<file path="src/rtl/prbe_pkg.sv">
// Shared types, constants and the colour reduction for the run encoder.
// No dependencies; every module imports this package.
`timescale 1ns / 1ps

package prbe_pkg;

   localparam int PALETTE_ENTRIES = 256;
   localparam int ENTRY_W  = (PALETTE_ENTRIES > 1) ? $clog2(PALETTE_ENTRIES) : 1;

   localparam int COLOR_W  = 24;
   localparam int CHAN_W   = 8;
   localparam int LEN_W    = 15;
   localparam int C14_W    = 14;
   localparam int INDEX_W  = 8;
   localparam int WORD_W   = 32;
   localparam int BYTES_W  = 3;
   localparam int PFX_W    = 3;

   // Palette search tree: groups of sixteen lanes, then one pick across groups.
   localparam int GROUP_SIZE = 16;
   localparam int GROUP_W    = 4;
   localparam int GROUPS     = (PALETTE_ENTRIES + GROUP_SIZE - 1) / GROUP_SIZE;

   localparam logic [INDEX_W:0] ENTRIES_LIMIT = (INDEX_W + 1)'(PALETTE_ENTRIES);

   localparam logic [PFX_W-1:0] PFX_LONG    = 3'b111;
   localparam logic [PFX_W-1:0] PFX_DIRECT  = 3'b110;
   localparam logic [PFX_W-1:0] PFX_INDEXED = 3'b101;
   localparam logic [PFX_W-1:0] PFX_ABOVE   = 3'b100;

   localparam logic [BYTES_W-1:0] BYTES_ACK     = 3'd0;
   localparam logic [BYTES_W-1:0] BYTES_ABOVE   = 3'd1;
   localparam logic [BYTES_W-1:0] BYTES_INDEXED = 3'd2;
   localparam logic [BYTES_W-1:0] BYTES_DIRECT  = 3'd3;
   localparam logic [BYTES_W-1:0] BYTES_LONG    = 3'd4;

   localparam logic [LEN_W-1:0] LONG_LIMIT  = 15'd127;
   localparam logic [LEN_W-1:0] SHORT_LIMIT = 15'd31;
   localparam logic [LEN_W-1:0] LEN_ONE     = 15'd1;

   // red / 17 as (red * 241) >> 12, exact over 0..255
   localparam logic [CHAN_W-1:0] RED_RECIP = 8'd241;

   typedef enum logic {
      OP_RUN   = 1'b0,
      OP_WRITE = 1'b1
   } opcode_type;

   typedef enum logic [2:0] {
      FORM_WRITE,
      FORM_LONG,
      FORM_ABOVE,
      FORM_DIRECT,
      FORM_LOOKUP
   } form_type;

   typedef struct packed {
      logic               wr_en;
      logic [ENTRY_W-1:0] wr_index;
      logic [COLOR_W-1:0] wr_color;
      logic               wr_valid;
      logic               cmp_load;
   } cam_ctl_type;

   typedef struct packed {
      logic [GROUPS-1:0]              hit;
      logic [GROUPS-1:0][GROUP_W-1:0] lane;
   } grp_sum_type;

   function automatic logic [C14_W-1:0] colour14(input logic [CHAN_W-1:0] red,
                                                 input logic [CHAN_W-1:0] green,
                                                 input logic [CHAN_W-1:0] blue);
      logic [2*CHAN_W-1:0] prod;
      prod = {{CHAN_W{1'b0}}, red} * {{CHAN_W{1'b0}}, RED_RECIP};
      return {prod[2*CHAN_W-1:2*CHAN_W-4], green[CHAN_W-1:3], blue[CHAN_W-1:3]};
   endfunction

endpackage

</file>
<file path="src/rtl/prbe_prio.sv">
// Lowest-index priority encoder over the match vector: registered group
// stage, then a pick across groups. Depends on prbe_pkg.
`timescale 1ns / 1ps

module prbe_prio (
   input  logic                                 clock,
   input  logic                                 load,
   input  logic [prbe_pkg::PALETTE_ENTRIES-1:0] match,
   output logic                                 hit,
   output logic [prbe_pkg::INDEX_W-1:0]         index
);
   import prbe_pkg::*;

   grp_sum_type grp_ff;
   grp_sum_type grp_in;

   always_comb begin
      grp_in = '0;
      for (int g = 0; g < GROUPS; g++) begin
         // scan downwards so the lowest lane wins
         for (int j = GROUP_SIZE - 1; j >= 0; j--) begin
            if ((g * GROUP_SIZE + j) < PALETTE_ENTRIES) begin
               if (match[g * GROUP_SIZE + j]) begin
                  grp_in.hit[g]  = 1'b1;
                  grp_in.lane[g] = GROUP_W'(j);
               end
            end
         end
      end
   end

   always_ff @(posedge clock) begin
      if (load) begin
         grp_ff <= grp_in;
      end
   end

   always_comb begin
      hit   = 1'b0;
      index = '0;
      for (int g = GROUPS - 1; g >= 0; g--) begin
         if (grp_ff.hit[g]) begin
            hit   = 1'b1;
            index = INDEX_W'(g * GROUP_SIZE) | INDEX_W'(grp_ff.lane[g]);
         end
      end
   end

endmodule

</file>
<file path="config.mk">
export PLATFORM = sky130hd
export DESIGN_NAME = prbe_prio
export DESIGN_NICKNAME = d
export VERILOG_FILES = /design/src/rtl/prbe_pkg.sv /design/src/rtl/prbe_prio.sv
export SDC_FILE = /design/constraint.sdc
export NUM_CORES = 1
export LEC_CHECK = 0
export BUFFER_PORTS_ARGS = -buffer_cell sky130_fd_sc_hd__buf_2
export CAP_MARGIN = 5
export CELL_PAD_IN_SITES_DETAIL_PLACEMENT = 0
export CELL_PAD_IN_SITES_GLOBAL_PLACEMENT = 2
export CORE_MARGIN = 2
export CORE_UTILIZATION = 26
export CTS_BUF_LIST = sky130_fd_sc_hd__clkbuf_16
export DETAILED_ROUTE_END_ITERATION = 6
export GPL_ROUTABILITY_DRIVEN = 0
export PLACE_DENSITY = 0.88
export RECOVER_POWER = 100
export SYNTH_ARGS = -nofsm -noshare
export SYNTH_HDL_FRONTEND = slang
export SYNTH_SLANG_ARGS = --single-unit
</file>
<file path="constraint.sdc">
create_clock -name clock -period 1.75 [get_ports clock]
set_clock_uncertainty 0.2 [all_clocks]
set_input_delay 0 -clock clock [delete_from_list [all_inputs] [get_ports clock]]
set_output_delay 0 -clock clock [all_outputs]
set_load 0.02 [all_outputs]
</file>
==> flow_summary.ini <==
[global_routing]
overflow = 0
grt_max_degree = 41
grt_usage_pct = 16.2
grt_pass1_wl_um = 31800
antenna_found_initial = 2
grt_pass1_vias = 6832

[sta]
whs_ns = -0.0573
worst_slew_pin_slew_ns = 0.663
fmax_mhz = 456
slew_violations = 0
finalHoldViolCount = 5
grt_setup_unrepaired = true
period_share_pct = 125
period_needed_ns = 2.19
worst_slack_ns = -0.441
slew_headroom_pct = 55.8
finalSetupViolCount = 10
fin_tns_setup_ns = -3.33

[power_and_ir_drop]
pwr-share-seq_pct = 42.2
p_comb_share_pct = 26.3
p_leak_nw = 4.18
ir_drop_mv = 0.469
p_sw_share_pct = 27.0
p_sw_mw = 1.49
powerDensity_nw_per_um2 = 541
internal-power_mw = 4.02
clkPwrFrac_pct = 31.5

[clock_network]
cts_tree = built
cts.root.buffer_cell = clkbuf_16
cts.sinks = 80
cts_htree_levels = 3
clk_pin_slew_ns = 0.06
cts_buffers = 9
clock_path_buffers = 2

[route]
drtIter0Drc = 391
firstDrtPassIters = 7
wl_per_cell_um = 13.3
routed_wirelength_um = 19800
vias = 7000
vias_per_cell = 4.72
antenna_left = 0
drcViolationCount = 0

[critical_path]
crit_path_end = index[1]
worstPathRequired_ns = 1.55
critical_path_class = register to output pin
cp_slowest_cell = edfxtp_1
max_stage_delay_ns = 0.43
setup.worst_path.start_class = register
end_kind = output pin
path_cells = or2_4 > a221oi_1 > or4_4 > a21oi_2 > o21a_1 > buf_4
cp-startpoint = grp_ff[76]$_SDFFCE_PP1P_
cp_max_fo = 6
critical_path_arrival_ns = 1.99

[layout]
final_common_cell = buf_2
largest_reg_flops = 80
nFillCells = 2181
register_area_um2 = 2400
layout-drive-gt1-share_pct = 27.3
area_growth_pct = 78.8
multi_input_area_um2 = 3250
regMostFlops = grp_ff
layout.nets = 1456
most-common-layout-cells = buf_2 (221), dlygate4sd3_1 (207), nor2_1 (121)
top_regs = grp_ff: 80 flops

[yosys]
yosysSeqAreaShare_pct = 42.2
yosysWarnings = 0
syn_area_um2 = 5690
synthArstFlopShare_pct = 0
synth_edf_count = 80
avgSynthCellArea_um2 = 8.27
ys.flop_type = edfxtp_1
syn-num-nets = 946
synth_cells = 688
yosysUniqueCellTypes = 46
synth_seq_cells = 80

[placed_design]
place_ws_ns = -0.134
dp_hpwl_um = 15100
port_buffers = 266

[run]
cap_violations = 0

[die]
die-area_um2 = 23100
initial_utilization_pct = 26.3
placementRows = 54
core_um2 = 21600
die_w_um = 152
io-pin-count = 267
die_h_um = 152

[outcome]
violations = negative hold slack, negative setup slack
status = finished, violations left

[hold_path]
min_path_cells = 5
hp-class = input port to register
worst max-delay path, delay by kind of cell (launching register included):
family          cells  cell delay, ns
compound gates      3            0.57
simple gates        2            0.50
flops               1            0.43
buf+inv             1            0.16
cell usage after synthesis (5+ instances only):
cell | number | area [um2]
nor3b_1 | 8 | 60.1
nand3_1 | 26 | 130
o31a_1 | 32 | 280
nand4_1 | 8 | 50.1
nand2b_1 | 17 | 106
nor2_1 | 137 | 514
nor3_1 | 35 | 175
o221ai_1 | 5 | 43.8
a221oi_1 | 10 | 87.6
o31ai_1 | 20 | 150
a21oi_1 | 72 | 360
a211oi_1 | 34 | 255
nor4_1 | 25 | 156
inv_1 | 59 | 221
edfxtp_1 | 80 | 2400
a21boi_0 | 8 | 60.1
o21bai_1 | 17 | 128
nand2_1 | 54 | 203
per-stage QoR:
step | instance area (um2) | util (%) | std cells | power (mW)
after floorplan | 5700 | - | 688 | 2.76
after global placement | 7560 | 35.0 | 1253 | 3.40
after detailed placement | 7560 | 35.0 | 1253 | 3.40
after CTS | 9960 | 46.1 | 1477 | 5.49
after global routing | 10200 | 47.1 | 1484 | 5.77
final | 10200 | 47.1 | 1484 | 5.50
power by group through the flow:
stage | combinational (mW) | clock (mW) | sequential, mW
floorplan | 0.442 | 0 | 2.32
global placement | 1.04 | 0 | 2.36
detailed placement | 1.04 | 0 | 2.36
CTS | 1.40 | 1.77 | 2.32
global route | 1.60 | 1.84 | 2.33
finish | 1.45 | 1.73 | 2.32
cells by family after synthesis:
family	after synthesis	synth area share (%)
AOI/OAI and AO/OA	220	27.0
buffers and inverters	64	4.40
DFF	80	42.2
and+or+nand+nor	324	26.4
routing by layer:
metal | share of wire, % | routed length, um | up-vias | global-route usage [%]
met4 | 1.8 | 362 | 0 | 4.45
met2 | 48 | 9550 | 187 | 27.9
met3 | 4.7 | 926 | 25 | 2.42
met1 | 45 | 8920 | 3151 | 21.2
li1 | - | - | 3637 | -
met5 | 0 | 0 | - | 0
cell type report:
cell class,count,share of cell area [%]
flip-flops and latches,80,23.6
clock buffers,9,2.21
diodes,1,0.0246
multi-input cells,544,31.9
well taps,280,3.44
repair buffers,504,36.0
inverters,59,2.18
clock inverters,7,0.541
worst min-delay path by stage:
stage,start,endpoint,slack [ns]
2_1_floorplan,load,grp_ff[0]$_SDFFCE_PP0P_,-0.09
3_3_place_gp,match[80],grp_ff[21]$_SDFFCE_PP0P_,0.13
3_5_place_dp,match[80],grp_ff[21]$_SDFFCE_PP0P_,0.12
4_1_cts,match[142],grp_ff[72]$_SDFFCE_PP1P_,-0.06
5_1_grt,match[222],grp_ff[77]$_SDFFCE_PP1P_,-0.02
6_report,match[238],grp_ff[78]$_SDFFCE_PP1P_,-0.06
timing repair:
item                                   in CTS  in global routing
endpoints found under the hold margin      90                 10
pin swaps                                   6                 13
gates resized for setup                    13                 56
hold buffers                              206                  9
setup endpoints to repair                   9                 38
setup buffers                               2                  4
Power figures use the tool's default switching activity.
